File: src/rtl/kwl_pkg.sv
// Package for the keyword token lexer: token codes, byte codes, the token
// record type and the symbol decode function. No dependencies.
`default_nettype none
package kwl_pkg;

    localparam int CNT_WIDTH_DEF = 16;
    localparam int FIELD_W       = 16;
    localparam int KIND_W        = 4;
    localparam int CHAR_W        = 8;
    localparam int TDATA_W       = 72;
    localparam int TOK_BITS      = KIND_W + 4 * FIELD_W;

    localparam logic [KIND_W-1:0] TOK_EOF     = 4'd0;
    localparam logic [KIND_W-1:0] TOK_LPAREN  = 4'd1;
    localparam logic [KIND_W-1:0] TOK_RPAREN  = 4'd2;
    localparam logic [KIND_W-1:0] TOK_LBRACE  = 4'd3;
    localparam logic [KIND_W-1:0] TOK_RBRACE  = 4'd4;
    localparam logic [KIND_W-1:0] TOK_SEMI    = 4'd5;
    localparam logic [KIND_W-1:0] TOK_ASSIGN  = 4'd6;
    localparam logic [KIND_W-1:0] TOK_PLUS    = 4'd7;
    localparam logic [KIND_W-1:0] TOK_MINUS   = 4'd8;
    localparam logic [KIND_W-1:0] TOK_SLASH   = 4'd9;
    localparam logic [KIND_W-1:0] TOK_STAR    = 4'd10;
    localparam logic [KIND_W-1:0] TOK_IF      = 4'd11;
    localparam logic [KIND_W-1:0] TOK_ELSE    = 4'd12;
    localparam logic [KIND_W-1:0] TOK_ELSEIF  = 4'd13;
    localparam logic [KIND_W-1:0] TOK_IDENT   = 4'd14;
    localparam logic [KIND_W-1:0] TOK_UNKNOWN = 4'd15;

    localparam logic [CHAR_W-1:0] CH_NUL    = 8'h00;
    localparam logic [CHAR_W-1:0] CH_TAB    = 8'h09;
    localparam logic [CHAR_W-1:0] CH_NL     = 8'h0A;
    localparam logic [CHAR_W-1:0] CH_SPACE  = 8'h20;
    localparam logic [CHAR_W-1:0] CH_LPAREN = 8'h28;
    localparam logic [CHAR_W-1:0] CH_RPAREN = 8'h29;
    localparam logic [CHAR_W-1:0] CH_STAR   = 8'h2A;
    localparam logic [CHAR_W-1:0] CH_PLUS   = 8'h2B;
    localparam logic [CHAR_W-1:0] CH_MINUS  = 8'h2D;
    localparam logic [CHAR_W-1:0] CH_SLASH  = 8'h2F;
    localparam logic [CHAR_W-1:0] CH_SEMI   = 8'h3B;
    localparam logic [CHAR_W-1:0] CH_ASSIGN = 8'h3D;
    localparam logic [CHAR_W-1:0] CH_LBRACE = 8'h7B;
    localparam logic [CHAR_W-1:0] CH_RBRACE = 8'h7D;
    localparam logic [CHAR_W-1:0] CH_UNDER  = 8'h5F;
    localparam logic [CHAR_W-1:0] CH_LOW_A  = 8'h61;
    localparam logic [CHAR_W-1:0] CH_LOW_Z  = 8'h7A;
    localparam logic [CHAR_W-1:0] CH_UP_A   = 8'h41;
    localparam logic [CHAR_W-1:0] CH_UP_Z   = 8'h5A;
    localparam logic [CHAR_W-1:0] CH_DIG_0  = 8'h30;
    localparam logic [CHAR_W-1:0] CH_DIG_9  = 8'h39;
    localparam logic [CHAR_W-1:0] CH_E      = 8'h65;
    localparam logic [CHAR_W-1:0] CH_F      = 8'h66;
    localparam logic [CHAR_W-1:0] CH_I      = 8'h69;
    localparam logic [CHAR_W-1:0] CH_L      = 8'h6C;
    localparam logic [CHAR_W-1:0] CH_S      = 8'h73;

    typedef struct packed {
        logic                  last;
        logic [FIELD_W-1:0]    column;
        logic [FIELD_W-1:0]    line;
        logic [FIELD_W-1:0]    length;
        logic [FIELD_W-1:0]    offset;
        logic [KIND_W-1:0]     kind;
    } tok_t;

    function automatic logic [KIND_W-1:0] single_kind(input logic [CHAR_W-1:0] c);
        logic [KIND_W-1:0] k;
        unique case (c)
            CH_NUL:    k = TOK_EOF;
            CH_LPAREN: k = TOK_LPAREN;
            CH_RPAREN: k = TOK_RPAREN;
            CH_LBRACE: k = TOK_LBRACE;
            CH_RBRACE: k = TOK_RBRACE;
            CH_SEMI:   k = TOK_SEMI;
            CH_ASSIGN: k = TOK_ASSIGN;
            CH_PLUS:   k = TOK_PLUS;
            CH_MINUS:  k = TOK_MINUS;
            CH_SLASH:  k = TOK_SLASH;
            CH_STAR:   k = TOK_STAR;
            default:   k = TOK_UNKNOWN;
        endcase
        return k;
    endfunction

endpackage
`default_nettype wire

File: src/rtl/keyword_token_lexer_top.sv
// Top level of the keyword token lexer: byte input stream, token output stream.
// Instantiates kwl_core and kwl_tok_fifo; uses kwl_pkg.
//
//  Channel | Dir | tdata (low bit first)                            | tlast
//  s_      | in  | char_code[7:0]                                   | -
//  m_      | out | token_type, token_offset, token_length,          | last_of_run
//          |     | token_line, token_column, 4 zero bits            |
//
// One byte is taken per cycle while the token queue has room; a token is
// presented at m_ after its byte has passed the input register and the token
// queue. A non-whitespace byte that closes a word gives two transfers; the
// four-entry token queue absorbs them while m_ drains one per cycle of m_tready.
// The input stalls while that queue has fewer than two free entries.
// Reset is synchronous on aresetn low and clears all counters and the queue.
`default_nettype none
module keyword_token_lexer_top
    import kwl_pkg::*;
#(
    parameter int COUNTER_WIDTH = CNT_WIDTH_DEF
) (
    input  wire logic               aclk,
    input  wire logic               aresetn,
    input  wire logic               s_tvalid,
    output logic                    s_tready,
    input  wire logic [CHAR_W-1:0]  s_tdata,   // char_code
    output logic                    m_tvalid,
    input  wire logic               m_tready,
    output logic [TDATA_W-1:0]      m_tdata,   // type, offset, length, line, column
    output logic                    m_tlast
);

    logic [1:0] push_n;
    logic       room;
    tok_t       tok0, tok1, head;

    kwl_core #(
        .COUNTER_WIDTH(COUNTER_WIDTH)
    ) u_core (
        .aclk     (aclk),
        .aresetn  (aresetn),
        .in_valid (s_tvalid),
        .in_ready (s_tready),
        .in_char  (s_tdata),
        .room     (room),
        .push_n   (push_n),
        .tok0     (tok0),
        .tok1     (tok1)
    );

    kwl_tok_fifo u_fifo (
        .aclk      (aclk),
        .aresetn   (aresetn),
        .push_n    (push_n),
        .tok0      (tok0),
        .tok1      (tok1),
        .room      (room),
        .out_valid (m_tvalid),
        .out_ready (m_tready),
        .out_tok   (head)
    );

    assign m_tdata = {{(TDATA_W - TOK_BITS){1'b0}},
                      head.column, head.line, head.length, head.offset, head.kind};
    assign m_tlast = head.last;

endmodule
`default_nettype wire

File: src/rtl/kwl_core.sv
// Lexer core: input register, position counters, word tracking and keyword
// prefix matching. Produces up to two tokens per byte. Uses kwl_pkg.
`default_nettype none
module kwl_core
    import kwl_pkg::*;
#(
    parameter int COUNTER_WIDTH = CNT_WIDTH_DEF
) (
    input  wire logic              aclk,
    input  wire logic              aresetn,
    input  wire logic              in_valid,
    output logic                   in_ready,
    input  wire logic [CHAR_W-1:0] in_char,
    input  wire logic              room,
    output logic [1:0]             push_n,
    output tok_t                   tok0,
    output tok_t                   tok1
);

    localparam int CW = COUNTER_WIDTH;
    localparam logic [3:0] KM_NONE   = 4'd0;
    localparam logic [3:0] KM_I      = 4'd1;
    localparam logic [3:0] KM_IF     = 4'd2;
    localparam logic [3:0] KM_E      = 4'd3;
    localparam logic [3:0] KM_EL     = 4'd4;
    localparam logic [3:0] KM_ELS    = 4'd5;
    localparam logic [3:0] KM_ELSE   = 4'd6;
    localparam logic [3:0] KM_ELSEI  = 4'd7;
    localparam logic [3:0] KM_ELSEIF = 4'd8;

    function automatic logic [CW-1:0] sat_inc(input logic [CW-1:0] v);
        return (&v) ? v : v + CW'(1);
    endfunction

    function automatic logic [FIELD_W-1:0] to_field(input logic [CW-1:0] v);
        logic [FIELD_W+CW-1:0] w;
        w = {{FIELD_W{1'b0}}, v};
        return w[FIELD_W-1:0];
    endfunction

    function automatic logic in_range(input logic [CHAR_W-1:0] c,
                                      input logic [CHAR_W-1:0] lo,
                                      input logic [CHAR_W-1:0] hi);
        return (c >= lo) && (c <= hi);
    endfunction

    logic              valid_reg;
    logic [CHAR_W-1:0] char_reg;
    logic [CW-1:0]     offset_reg, offset_next;
    logic [CW-1:0]     line_reg, line_next;
    logic [CW-1:0]     col_reg, col_next;
    logic              active_reg, active_next;
    logic [CW-1:0]     wofs_reg, wofs_next;
    logic [CW-1:0]     wline_reg, wline_next;
    logic [CW-1:0]     wcol_reg, wcol_next;
    logic [CW-1:0]     wlen_reg, wlen_next;
    logic [3:0]        km_reg, km_next;

    logic       advance;
    logic       is_letter, is_word, is_ws, has_word, has_single;
    logic [3:0] km_step;
    tok_t       wtok, stok;

    assign advance  = valid_reg && room;
    assign in_ready = !valid_reg || room;

    always_ff @(posedge aclk) begin
        if (!aresetn) begin
            valid_reg <= 1'b0;
        end else if (in_ready) begin
            valid_reg <= in_valid;
        end
    end

    always_ff @(posedge aclk) begin
        if (in_ready && in_valid) begin
            char_reg <= in_char;
        end
    end

    always_comb begin
        is_letter = (in_range(char_reg, CH_LOW_A, CH_LOW_Z))
                 || (in_range(char_reg, CH_UP_A, CH_UP_Z)) || (char_reg == CH_UNDER);
        is_word   = is_letter || in_range(char_reg, CH_DIG_0, CH_DIG_9);
        is_ws     = (char_reg == CH_SPACE) || (char_reg == CH_NL) || (char_reg == CH_TAB);
        unique case (km_reg)
            KM_I:     km_step = (char_reg == CH_F) ? KM_IF     : KM_NONE;
            KM_E:     km_step = (char_reg == CH_L) ? KM_EL     : KM_NONE;
            KM_EL:    km_step = (char_reg == CH_S) ? KM_ELS    : KM_NONE;
            KM_ELS:   km_step = (char_reg == CH_E) ? KM_ELSE   : KM_NONE;
            KM_ELSE:  km_step = (char_reg == CH_I) ? KM_ELSEI  : KM_NONE;
            KM_ELSEI: km_step = (char_reg == CH_F) ? KM_ELSEIF : KM_NONE;
            default:  km_step = KM_NONE;
        endcase
    end

    always_comb begin
        wtok        = '0;
        wtok.offset = to_field(wofs_reg);
        wtok.length = to_field(wlen_reg);
        wtok.line   = to_field(wline_reg);
        wtok.column = to_field(wcol_reg);
        priority if (km_reg == KM_IF && (is_ws || char_reg == CH_LPAREN)) begin
            wtok.kind = TOK_IF;
        end else if (km_reg == KM_ELSE && (is_ws || char_reg == CH_LBRACE)) begin
            wtok.kind = TOK_ELSE;
        end else if (km_reg == KM_ELSEIF && (is_ws || char_reg == CH_LBRACE)) begin
            wtok.kind = TOK_ELSEIF;
        end else begin
            wtok.kind = TOK_IDENT;
        end

        stok        = '0;
        stok.kind   = single_kind(char_reg);
        stok.offset = to_field(offset_reg);
        stok.length = to_field(CW'(1));
        stok.line   = to_field(line_reg);
        stok.column = to_field(col_reg);
        stok.last   = 1'b1;
    end

    always_comb begin
        offset_next = offset_reg;
        line_next   = line_reg;
        col_next    = col_reg;
        active_next = active_reg;
        wofs_next   = wofs_reg;
        wline_next  = wline_reg;
        wcol_next   = wcol_reg;
        wlen_next   = wlen_reg;
        km_next     = km_reg;
        has_word    = 1'b0;
        has_single  = 1'b0;

        if (active_reg && is_word) begin
            wlen_next   = sat_inc(wlen_reg);
            km_next     = km_step;
            offset_next = sat_inc(offset_reg);
            col_next    = sat_inc(col_reg);
        end else begin
            has_word    = active_reg;
            active_next = 1'b0;
            km_next     = KM_NONE;
            offset_next = sat_inc(offset_reg);
            if (char_reg == CH_NL) begin
                col_next  = '0;
                line_next = sat_inc(line_reg);
            end else if (is_ws) begin
                col_next = sat_inc(col_reg);
            end else if (is_letter) begin
                active_next = 1'b1;
                wofs_next   = offset_reg;
                wline_next  = line_reg;
                wcol_next   = col_reg;
                wlen_next   = CW'(1);
                km_next     = (char_reg == CH_I) ? KM_I :
                              (char_reg == CH_E) ? KM_E : KM_NONE;
                col_next    = sat_inc(col_reg);
            end else begin
                has_single = 1'b1;
                col_next   = sat_inc(col_reg);
            end
        end
    end

    always_comb begin
        tok1 = stok;
        if (has_word) begin
            tok0      = wtok;
            tok0.last = !has_single;
        end else begin
            tok0 = stok;
        end
        push_n = advance ? ({1'b0, has_word} + {1'b0, has_single}) : 2'd0;
    end

    always_ff @(posedge aclk) begin
        if (!aresetn) begin
            offset_reg <= '0;
            line_reg   <= '0;
            col_reg    <= '0;
            active_reg <= 1'b0;
            wofs_reg   <= '0;
            wline_reg  <= '0;
            wcol_reg   <= '0;
            wlen_reg   <= '0;
            km_reg     <= KM_NONE;
        end else if (advance) begin
            offset_reg <= offset_next;
            line_reg   <= line_next;
            col_reg    <= col_next;
            active_reg <= active_next;
            wofs_reg   <= wofs_next;
            wline_reg  <= wline_next;
            wcol_reg   <= wcol_next;
            wlen_reg   <= wlen_next;
            km_reg     <= km_next;
        end
    end

    // A keyword prefix is only tracked while a word is open.
    a_km_needs_word: assert property (@(posedge aclk) disable iff (!aresetn)
        (km_reg != KM_NONE) |-> active_reg)
        else $error("keyword prefix without open word");

    // Every transfer pair carries the word token first and a closing symbol second.
    a_two_tokens: assert property (@(posedge aclk) disable iff (!aresetn)
        (push_n == 2'd2) |-> (!tok0.last && tok1.last && active_reg))
        else $error("bad two-token group");

    // The offset counter moves only when a registered byte advances; it steps by at most one.
    a_offset_step: assert property (@(posedge aclk) disable iff (!aresetn)
        !advance |=> $stable(offset_reg))
        else $error("offset changed without a byte");

endmodule
`default_nettype wire

File: src/rtl/kwl_tok_fifo.sv
// Four-entry token queue that takes zero, one or two tokens per cycle and
// releases one per output transfer. Uses kwl_pkg.
`default_nettype none
module kwl_tok_fifo
    import kwl_pkg::*;
(
    input  wire logic       aclk,
    input  wire logic       aresetn,
    input  wire logic [1:0] push_n,
    input  tok_t            tok0,
    input  tok_t            tok1,
    output logic            room,
    output logic            out_valid,
    input  wire logic       out_ready,
    output tok_t            out_tok
);

    localparam int DEPTH = 4;
    localparam int AW    = $clog2(DEPTH);

    tok_t            mem_reg [DEPTH];
    logic [AW-1:0]   wptr_reg, rptr_reg;
    logic [AW:0]     count_reg, count_next;
    logic            pop;

    assign out_valid = (count_reg != '0);
    assign pop       = out_valid && out_ready;
    assign room      = (count_reg <= (AW+1)'(DEPTH - 2));
    assign out_tok   = mem_reg[rptr_reg];
    assign count_next = count_reg + {{(AW-1){1'b0}}, push_n} - {{AW{1'b0}}, pop};

    always_ff @(posedge aclk) begin
        if (push_n != 2'd0) begin
            mem_reg[wptr_reg] <= tok0;
        end
        if (push_n == 2'd2) begin
            mem_reg[wptr_reg + AW'(1)] <= tok1;
        end
    end

    always_ff @(posedge aclk) begin
        if (!aresetn) begin
            wptr_reg  <= '0;
            rptr_reg  <= '0;
            count_reg <= '0;
        end else begin
            wptr_reg  <= wptr_reg + AW'(push_n);
            rptr_reg  <= rptr_reg + AW'(pop);
            count_reg <= count_next;
        end
    end

    a_count_max: assert property (@(posedge aclk) disable iff (!aresetn)
        count_reg <= (AW+1)'(DEPTH))
        else $error("token queue overflow");

    a_push_room: assert property (@(posedge aclk) disable iff (!aresetn)
        (push_n != 2'd0) |-> room)
        else $error("push without room");

    a_count_hold: assert property (@(posedge aclk) disable iff (!aresetn)
        (push_n == 2'd0 && !pop) |=> $stable(count_reg))
        else $error("queue level moved while idle");

endmodule
`default_nettype wire

File: config.mk
export PLATFORM = sky130hd
export DESIGN_NAME = keyword_token_lexer_top
export DESIGN_NICKNAME = d
export VERILOG_FILES = /design/src/rtl/kwl_pkg.sv /design/src/rtl/keyword_token_lexer_top.sv /design/src/rtl/kwl_core.sv /design/src/rtl/kwl_tok_fifo.sv
export SDC_FILE = /design/constraint.sdc
export NUM_CORES = 1
export LEC_CHECK = 0
export ABC_AREA = 1
export BUFFER_PORTS_ARGS = -buffer_cell sky130_fd_sc_hd__buf_2
export CAP_MARGIN = 5
export CORE_MARGIN = 2
export CORE_UTILIZATION = 50
export CTS_BUF_LIST = sky130_fd_sc_hd__clkbuf_16
export CTS_CLUSTER_SIZE = 8
export DETAILED_ROUTE_END_ITERATION = 8
export PLACE_DENSITY = 0.69
export SKIP_LAST_GASP = 1
export SYNTH_ARGS = -nofsm -noshare
export SYNTH_HDL_FRONTEND = slang
export SYNTH_HIERARCHICAL = 1
export SYNTH_SLANG_ARGS = --single-unit
File: constraint.sdc
create_clock -name aclk -period 7.9 [get_ports aclk]
set_input_delay 1.58 -clock aclk [delete_from_list [all_inputs] [get_ports aclk]]
set_output_delay 1.58 -clock aclk [all_outputs]
set_load 0.005 [all_outputs]
==> results of run 1 <==
worst min-delay path by stage:
stage                     slack (ps)  depth (start not counted)                from            endpoint
final                            480                          2    u_core/km_reg[3]    u_core/km_reg[3]
after global routing             530                          2  u_core/col_reg[15]  u_core/col_reg[15]
after CTS                        490                          2    u_core/km_reg[3]    u_core/km_reg[3]
after detailed placement         480                          2    u_core/km_reg[3]    u_core/km_reg[3]
after global placement           470                          2  u_core/line_reg[9]  u_core/line_reg[9]
after floorplan                  460                          2    u_core/km_reg[3]    u_core/km_reg[3]
kinds of logic after synthesis:
group / Yosys count
flops: 409
simple gates: 952
fa+ha+maj: 9
xor+xnor: 18
other cells: 3
buf+inv: 385
compound gates: 711
Yosys cell counts, types with 3 or more instances:
cell type,n,share of area
inv_2,8,0.0014
nand4_1,21,0.0063
nor3b_1,5,0.0018
xor2_1,15,0.0063
nand2_1,526,0.095
inv_1,206,0.037
o21ai_1,216,0.052
nor2_4,6,0.0033
buf_2,58,0.014
nor2_2,5,0.0015
o211ai_1,3,0.0011
nor3_1,35,0.0084
dfxtp_1,125,0.12
clkbuf_1,50,0.0090
nand2_2,6,0.0018
a21oi_1,97,0.023
nand3_2,5,0.0024
conb_1,3,0.00054
buf_4,33,0.012
ha_1,8,0.0048
xnor2_1,3,0.0013
o21ai_0,317,0.076
edfxtp_1,284,0.41
nor2_1,271,0.049
buf_6,26,0.014
nand3_1,62,0.015
o22ai_1,70,0.021
clkinv_1,3,0.00054
layout make-up:
type	instances	area, µm²	share of cell area
Clock inverter	49	214	0.00941
Multi-Input combinational cell	1711	8030	0.353
Inverter	217	818	0.0360
Sequential cell	409	11000	0.485
Timing Repair Buffer	99	538	0.0237
Clock buffer	57	1430	0.0628
Tap cell	532	666	0.0293
stage by stage:
| step | util | cell area, µm² |
|---|---|---|
| 3_5_place_dp | 0.515 | 21100 |
| 5_1_grt | 0.555 | 22700 |
| 6_report | 0.555 | 22700 |
| 3_3_place_gp | 0.515 | 21100 |
| 2_1_floorplan | - | 20800 |
| 4_1_cts | 0.555 | 22700 |
power breakdown:
| part | total, µW | internal (µW) | switching [µW] |
|---|---|---|---|
| sequential | 2490 | 2400 | 84.8 |
| clock | 2200 | 1290 | 907 |
| combinational | 931 | 295 | 636 |
critical path, delay by kind of cell (launching register included):
| family | cells | cell delay (ps) |
|---|---|---|
| AOI/OAI and AO/OA | 2 | 510 |
| DFF | 1 | 580 |
| buffers and inverters | 3 | 1640 |
routing by layer:
layer  GRT usage  wire length, µm  share of wire
met1       0.333            23700           0.44
met4      0.0746             1080          0.020
met2       0.412            25300           0.47
met5           0                0              0
met3      0.0407             3760          0.070
==> reports/metrics.cfg, run 1 <==
[clocking]
cts_repair_resize_count=0
cts_tree=done
h-tree-depth=2
postCtsSetupBuffers=0
holdBufCountCts=0
clkTransAtPathRegs_ps=50
cts_made_buffers=57
clkSinkCount=409
clk_latency_ps=610
cts.root.buffer_cell=clkbuf_16
clockBufferDepth=3

[outcome]
status=finished clean

[pwr]
power.leakage_uw=0.00826
ir_worst_vdd_v=0.000168
p_total_uw=5620
power_density_nw_per_um2=247

[layout]
nNetsFinal=2516
layoutNonFillerInstCount=3074
final_common_cell=nand2_1
antenna_cells=0
post_route_cells_drive_above_1_share=0.0826
final_cell_mix=nand2_1 (520), o21ai_0 (317), edfxtp_1 (284)
largest_reg_flops=276
area_growth_pct=9.46
n_fill_cell=3704

[global_routing]
grt_max_degree=95
grt_overflow=0
antenna_found_initial=0
grt_pass1_vias=16781
grt_usage=0.248
grt_pass1_wl_mm=86.6

[logic_synthesis]
syn_avg_cell_area_um2=8.35
synth_xor_area_frac=0.00759
synth_compound_area_frac=0.177
netlist_area_um2=20800
muxShareOfSynthArea=0
synthArstFlopShare=0
ys.warnings.count=6
synth_top_family_by_area=simple AND/OR/NAND/NOR gates
synth.distinct_cells=44
synth_cells=2487
synth-seq-cells=409
synth_edf_count=284
synthAdderAreaFrac=0.00578
yosys.area_share.simple=0.189
yosysSeqAreaShare=0.531
synth-main-ff-cell=edfxtp_1

[worst_setup_path]
cp_slowest_cell=inv_4
endpoint_kind=primary output
worstPathCellList=inv_4 -> buf_4 -> o21ai_0 -> o22ai_1 -> buf_2
crit_path_start=u_fifo/rptr_reg[0]
path_class=register to primary output
crit_path_max_fanout=79
cp.arrival_ps=3380
r2r-end=u_fifo/mem_reg[0][36]
critPathLaunchType=register
worst_path_largest_cell_delay_ps=790
ff2ff_path_depth=13
crit_end=m_tdata[15]
required_ps=6320
rrSetupSlack_ps=3050
r2r_start=u_core/char_reg[2]

[place]
place.gp.congestion=0.883
pre_cts_ws_ps=3080
io_buffer_count=82
hpwl_mm=31.5
place_inst=2968

[sta]
whs_ps=483
fin_setup_tns_ps=0
grt_setup_unrepaired=no
timing.final.ws_setup_ps=2940
timing.final.crit_share=0.628
skew_ps=20.3
tightest_slew_ps=1100
finalSetupViolations=0
hold_viol=0
fin_crit_ps=4960
fmax_mhz=202
relSlewSlack=0.261
drv_slew=0

[drt]
vias=17356
wirelength_mm=53.9
firstDrtPassIters=7
ant_nets=0
drc=0
viasPerCell=5.65
drt_iter0_markers=1596
avgRoutedWirePerCell_um=17.5

[die]
die_height_um=208
start_util=0.507
rows=74
io_pins=87
core_area_um2=40900
die_w_um=208
dieArea_um2=43200

[run]
cap_violations=0

[min_path]
hp-class=register to register

Power figures use the tool's default switching activity.
==> run 2: changes to the inputs <==
- clock period: 7.9 -> 4.5 ns (I/O delays scaled with it)
==> run 2 against run 1 <==
Effect of this change:
- clock-buffer cell count did not move
- cell area rose by 0.72%
- via count fell by 1.1%
- power rose by 76%
- global-route usage fell by 0.91 points
- first-iteration DRC count fell by 22%
- critical endpoint is now u_fifo/mem_reg[2][33]
- largest cell class unchanged
==> reports/metrics.cfg, run 2 (synthesis results as in run 1) <==
[clocking]
cts.root.buffer_cell=clkbuf_16
h-tree-depth=2  ; unchanged
cts_tree=done
clk_latency_ps=600  ; about the same
cts_repair_resize_count=0  ; unchanged
clockBufferDepth=3  ; unchanged
clkSinkCount=409  ; unchanged
holdBufCountCts=0  ; unchanged
clkTransAtPathRegs_ps=50  ; about the same
cts_made_buffers=57  ; unchanged
postCtsSetupBuffers=0  ; unchanged

[worst_setup_path]
worstPathCellList=o21ai_0 -> nand4_1 -> nand2_4 -> nand2_2 -> nand3_1 -> inv_1 -> ha_1 -> inv_1 -> nor2_1 -> nor2_1 -> inv_1 -> nand2_1 -> nand2_4 -> buf_4
rrSetupSlack_ps=800  ; -2250 ps
endpoint_kind=register
cp.arrival_ps=3970  ; +590 ps
r2r-end=u_fifo/mem_reg[2][33]
path_class=register to register
ff2ff_path_depth=14  ; +1
worst_path_largest_cell_delay_ps=510  ; -280 ps
crit_top_cell=inv_1
required_ps=4780  ; -1540 ps
r2r_start=u_core/char_reg[2]
critPathLaunchType=register
cp_slowest_cell=edfxtp_1
crit_path_max_fanout=22  ; -72%

[die]
die_height_um=208  ; unchanged
rows=74  ; unchanged
core_area_um2=40900  ; unchanged
start_util=0.507  ; unchanged
dieArea_um2=43200  ; unchanged
io_pins=87  ; unchanged
die_w_um=208  ; unchanged

[drt]
drc=0  ; unchanged
wl_met3_mm=3.61  ; -3.8%
wirelength_mm=52.4  ; -2.9%
avgRoutedWirePerCell_um=17.0  ; -3.2%
vias=17163  ; -1.1%
highest_layer=met4
ant_nets=0  ; unchanged
firstDrtPassIters=8  ; +1
met1Wirelength_mm=22.7  ; -4.2%
routed-wl-met2_mm=24.7  ; -2.5%
viasPerCell=5.57  ; -1.4%
drt_iter0_markers=1241  ; -22%

[sta]
relSlewSlack=0.327  ; +0.0662
fin_setup_tns_ps=0  ; unchanged
fmax_mhz=270
tightest_slew_ps=1000  ; -98.7 ps
hold_viol=0  ; unchanged
grt_setup_unrepaired=no
fin_crit_ps=3700
skew_ps=17.7  ; -2.61 ps
timing.final.crit_share=0.822
drv_slew=0  ; unchanged
finalSetupViolations=0  ; unchanged

[pwr]
ir_worst_vdd_v=0.000289  ; +72%
power.leakage_uw=0.00835  ; +1.1%
power_density_nw_per_um2=431  ; +74%

[outcome]
status=finished clean

[global_routing]
grt_pass1_wl_mm=83.6  ; -3.5%
grt_overflow=0  ; unchanged
grt_usage=0.239  ; -0.00913
antenna_found_initial=0  ; unchanged
grt_pass1_vias=16154  ; -3.7%
grt_max_degree=139  ; +46%

[layout]
n_fill_cell=3641  ; -1.7%
nNetsFinal=2526  ; +0.40%
multi_input_area_um2=8030  ; unchanged
antenna_cells=0  ; unchanged
post_route_cells_drive_above_1_share=0.0862  ; +0.00359
final_cell_mix=nand2_1 (520), o21ai_0 (317), edfxtp_1 (284)
largest_reg_flops=276  ; unchanged
area_growth_pct=10.2
seq_area_um2=11000  ; unchanged
fin_area_um2=22900  ; +0.72%
final_common_cell=nand2_1

[run]
cap_violations=0  ; unchanged

[min_path]
hold_depth=1  ; -1
whs_endpoint=u_core/char_reg[6]
hp-class=input pin to register
min_from=s_tdata[6]

[place]
hpwl_mm=30.8  ; -2.0%
io_buffer_count=82  ; unchanged
place.gp.congestion=0.889  ; +0.65%
dpl-instance-area_um2=21300  ; +0.77%

-- run 2: final cells by class --
cell class / instances / area share
flip-flops and latches: 409 / 0.482
inverters: 217 / 0.0357
clock inverters: 49 / 0.00940
well taps: 532 / 0.0291
repair buffers: 109 / 0.0306
clock buffers: 57 / 0.0623
multi-input cells: 1711 / 0.351
-- run 2: through the flow --
stage                     setup WS [ps]  power (µW)  instances  hold WS, ps  utilization
after CTS                           824        9940       3084          441        0.559
final                               802        9860       3084          472        0.559
after global placement             1000        6060       2978          469        0.519
after global routing                555       10300       3084          452        0.559
after detailed placement            867        6100       2978          473        0.519
after floorplan                     220        5440       2505          458            -
-- run 2: critical path, delay by kind of cell, from the launching register on --
kind	cells	cell delay (ps)
adder cells (fa/ha/maj)	1	270
AND/OR/NAND/NOR	8	1800
AO/OA/AOI/OAI	1	230
flip-flops	1	510
buffers and inverters	4	550
-- run 2: power by group --
| group | switching [µW] | internal [µW] |
|---|---|---|
| clock | 1580 | 2270 |
| sequential | 128 | 4210 |
| combinational | 1130 | 541 |
-- run 2: metal layers --
| metal | vias up | track usage |
|---|---|---|
| li1 | 8449 | - |
| met1 | 8016 | 0.317 |
| met2 | 603 | 0.401 |
| met3 | 95 | 0.0375 |
| met4 | 0 | 0.0751 |
| met5 | - | 0 |
-- run 2: worst max path at each step --
stage                       start               endpoint
2_1_floorplan  u_core/char_reg[2]   u_fifo/mem_reg[0][0]
3_3_place_gp   u_core/char_reg[2]  u_fifo/mem_reg[2][26]
3_5_place_dp   u_core/char_reg[2]  u_fifo/mem_reg[2][26]
4_1_cts        u_core/char_reg[2]  u_fifo/mem_reg[2][32]
5_1_grt        u_core/char_reg[2]  u_fifo/mem_reg[2][27]
6_report       u_core/char_reg[2]  u_fifo/mem_reg[2][33]
==> run 3: changes to the inputs <==
- PLACE_DENSITY: 0.69 -> 0.67
- clock period: 4.5 -> 3.8 ns (I/O delays scaled with it)
==> run 3 against run 2 <==
Effect of this change:
- hold slack got worse by 140 ps
- cell count is 0.29% higher
- global-route usage is 0.67 points higher
- sequential share of layout area shrank 0.51 points
- routed wire length up 1.3%
- worst setup slack worse by 460 ps
- critical path type unchanged
- largest power group unchanged
==> reports/metrics.cfg, run 3 (synthesis results as in run 1) <==
[sta]
skew_ps=13.7  ; -4.00 ps
whs_ps=334  ; -138 ps
hold_viol=0  ; unchanged
timing.final.crit_share=0.910  ; +0.0886
fin_crit_ps=3460  ; -238 ps
tightest_slew_ps=1020  ; +18.7 ps
fin_setup_tns_ps=0  ; unchanged
relSlewSlack=0.318  ; -0.00912
finalSetupViolations=0  ; unchanged
grt_setup_unrepaired=no
drv_slew=0  ; unchanged
fmax_mhz=289  ; +6.9%

[global_routing]
grt_pass1_vias=16478  ; +2.0%
grt_overflow=0  ; unchanged
grt_pass1_wl_mm=85.6  ; +2.5%
antenna_found_initial=1  ; +1
grt_max_degree=142  ; +2.2%
grt_usage=0.245  ; +0.00671

[die]
core_area_um2=40900  ; unchanged
io_pins=87  ; unchanged
rows=74  ; unchanged
dieArea_um2=43200  ; unchanged
die_w_um=208  ; unchanged
start_util=0.507  ; unchanged
die_height_um=208  ; unchanged

[clocking]
cts.root.buffer_cell=clkbuf_16
h-tree-depth=2  ; unchanged
clkSinkCount=409  ; unchanged
cts_made_buffers=57  ; unchanged
cts_tree=done
cts_repair_resize_count=0  ; unchanged
postCtsSetupBuffers=0  ; unchanged
clk_latency_ps=610  ; about the same
holdBufCountCts=0  ; unchanged
clockBufferDepth=3  ; unchanged
clkTransAtPathRegs_ps=50  ; about the same

[place]
place.gp.congestion=0.885  ; -0.42%
io_buffer_count=82  ; unchanged
hpwl_mm=31.4  ; +1.7%

[layout]
n_fill_cell=3665  ; +0.66%
final_common_cell=nand2_1
final_core_util=0.565  ; +0.00602
final_cell_mix=nand2_1 (520), o21ai_0 (317), edfxtp_1 (284)
largest_reg_flops=276  ; unchanged
area_growth_pct=11.4
nNetsFinal=2533  ; +0.28%
post_route_cells_drive_above_1_share=0.0914  ; +0.00516
antenna_cells=0  ; unchanged

[pwr]
switching_power_uw=3420  ; +20%
p_seq_frac=0.431  ; -0.009
clock_power_share=0.393  ; +0.003
p_int_uw=8380  ; +19%
power.leakage_uw=0.00844  ; +1.1%
p_total_uw=11800  ; +20%
ir_worst_vdd_v=0.000369  ; +28%
swShare=0.290  ; +0.00176
power_density_nw_per_um2=510  ; +18%
combPwrFrac=0.176  ; +0.006

[worst_setup_path]
rrSetupSlack_ps=340  ; -460 ps
crit_path_max_fanout=37  ; +68%
required_ps=4070  ; -710 ps
r2r-end=u_fifo/mem_reg[3][37]
ff2ff_path_depth=12  ; -2
r2r_start=u_core/char_reg[2]
path_class=register to register
endpoint_kind=register
critPathLaunchType=register
cp.arrival_ps=3730  ; -240 ps

[drt]
firstDrtPassIters=5  ; -3
highest_layer=met4
wl_met3_mm=3.37  ; -6.8%
wirelength_mm=53.0  ; +1.3%
routed-wl-met2_mm=24.9  ; +0.70%
viasPerCell=5.58  ; +0.32%
drt_iter0_markers=1423  ; +15%
avgRoutedWirePerCell_um=17.1  ; +1.0%
drc=0  ; unchanged
met1Wirelength_mm=23.7  ; +4.5%
ant_nets=0  ; unchanged
vias=17269  ; +0.62%

[min_path]
hold_depth=1  ; unchanged
whs_endpoint=u_core/char_reg[5]
min_from=s_tdata[5]
hp-class=input pin to register

[run]
cap_violations=0  ; unchanged

[outcome]
status=finished clean

==> run 3: power by group through the flow <==
stage          clock [µW]  combinational (µW)  sequential, µW
4_1_cts              4700                2090            5090
6_report             4630                2070            5090
5_1_grt              4900                2300            5110
3_3_place_gp            0                2050            5170
3_5_place_dp            0                2080            5170
2_1_floorplan           0                1290            5150
==> run 3: worst max-delay path by stage <==
stage                            endpoint  cells past startpoint  slack (ps)               start
CTS                 u_fifo/mem_reg[3][37]                     12         350  u_core/char_reg[2]
global placement    u_fifo/mem_reg[3][43]                     12         380  u_core/char_reg[2]
global route        u_fifo/mem_reg[3][37]                     12         120  u_core/char_reg[2]
detailed placement  u_fifo/mem_reg[3][43]                     12         370  u_core/char_reg[2]
floorplan            u_fifo/mem_reg[3][0]                     14        -290  u_core/char_reg[1]
finish              u_fifo/mem_reg[3][37]                     12         340  u_core/char_reg[2]
==> run 3: through the flow <==
stage	worst slack (ps)	cell area, µm²	cells
after floorplan	-293	20900	2505
after global placement	382	21500	2985
after detailed placement	371	21500	2985
after CTS	349	23100	3093
after global routing	124	23100	3093
final	341	23100	3093
==> run 3: final cells by class <==
class | count | area (µm²) | share of cell area
clock buffer | 58 | 1450 | 0.0627
inverter | 217 | 818 | 0.0354
timing repair buffer | 116 | 878 | 0.0380
multi-input combinational | 1711 | 8070 | 0.349
tap | 532 | 666 | 0.0288
clock inverter | 50 | 221 | 0.00957
sequential | 409 | 11000 | 0.477
==> run 3: worst max-delay path, stage by stage, from the launching register on <==
cell,delay (ps)
edfxtp_1,520
o21ai_0,220
nand4_1,260
nand2_4,180
nand2_2,60
nand3_1,80
inv_1,60
ha_4,260
inv_2,30
nor2_4,160
nor2_4,60
o31ai_4,820
buf_12,340
==> run 3: per-layer routing <==
layer  vias to the layer above  track usage
met2                       531        0.406
li1                       8463            -
met1                      8193        0.335
met5                         -            0
met4                         0       0.0721
met3                        82       0.0362
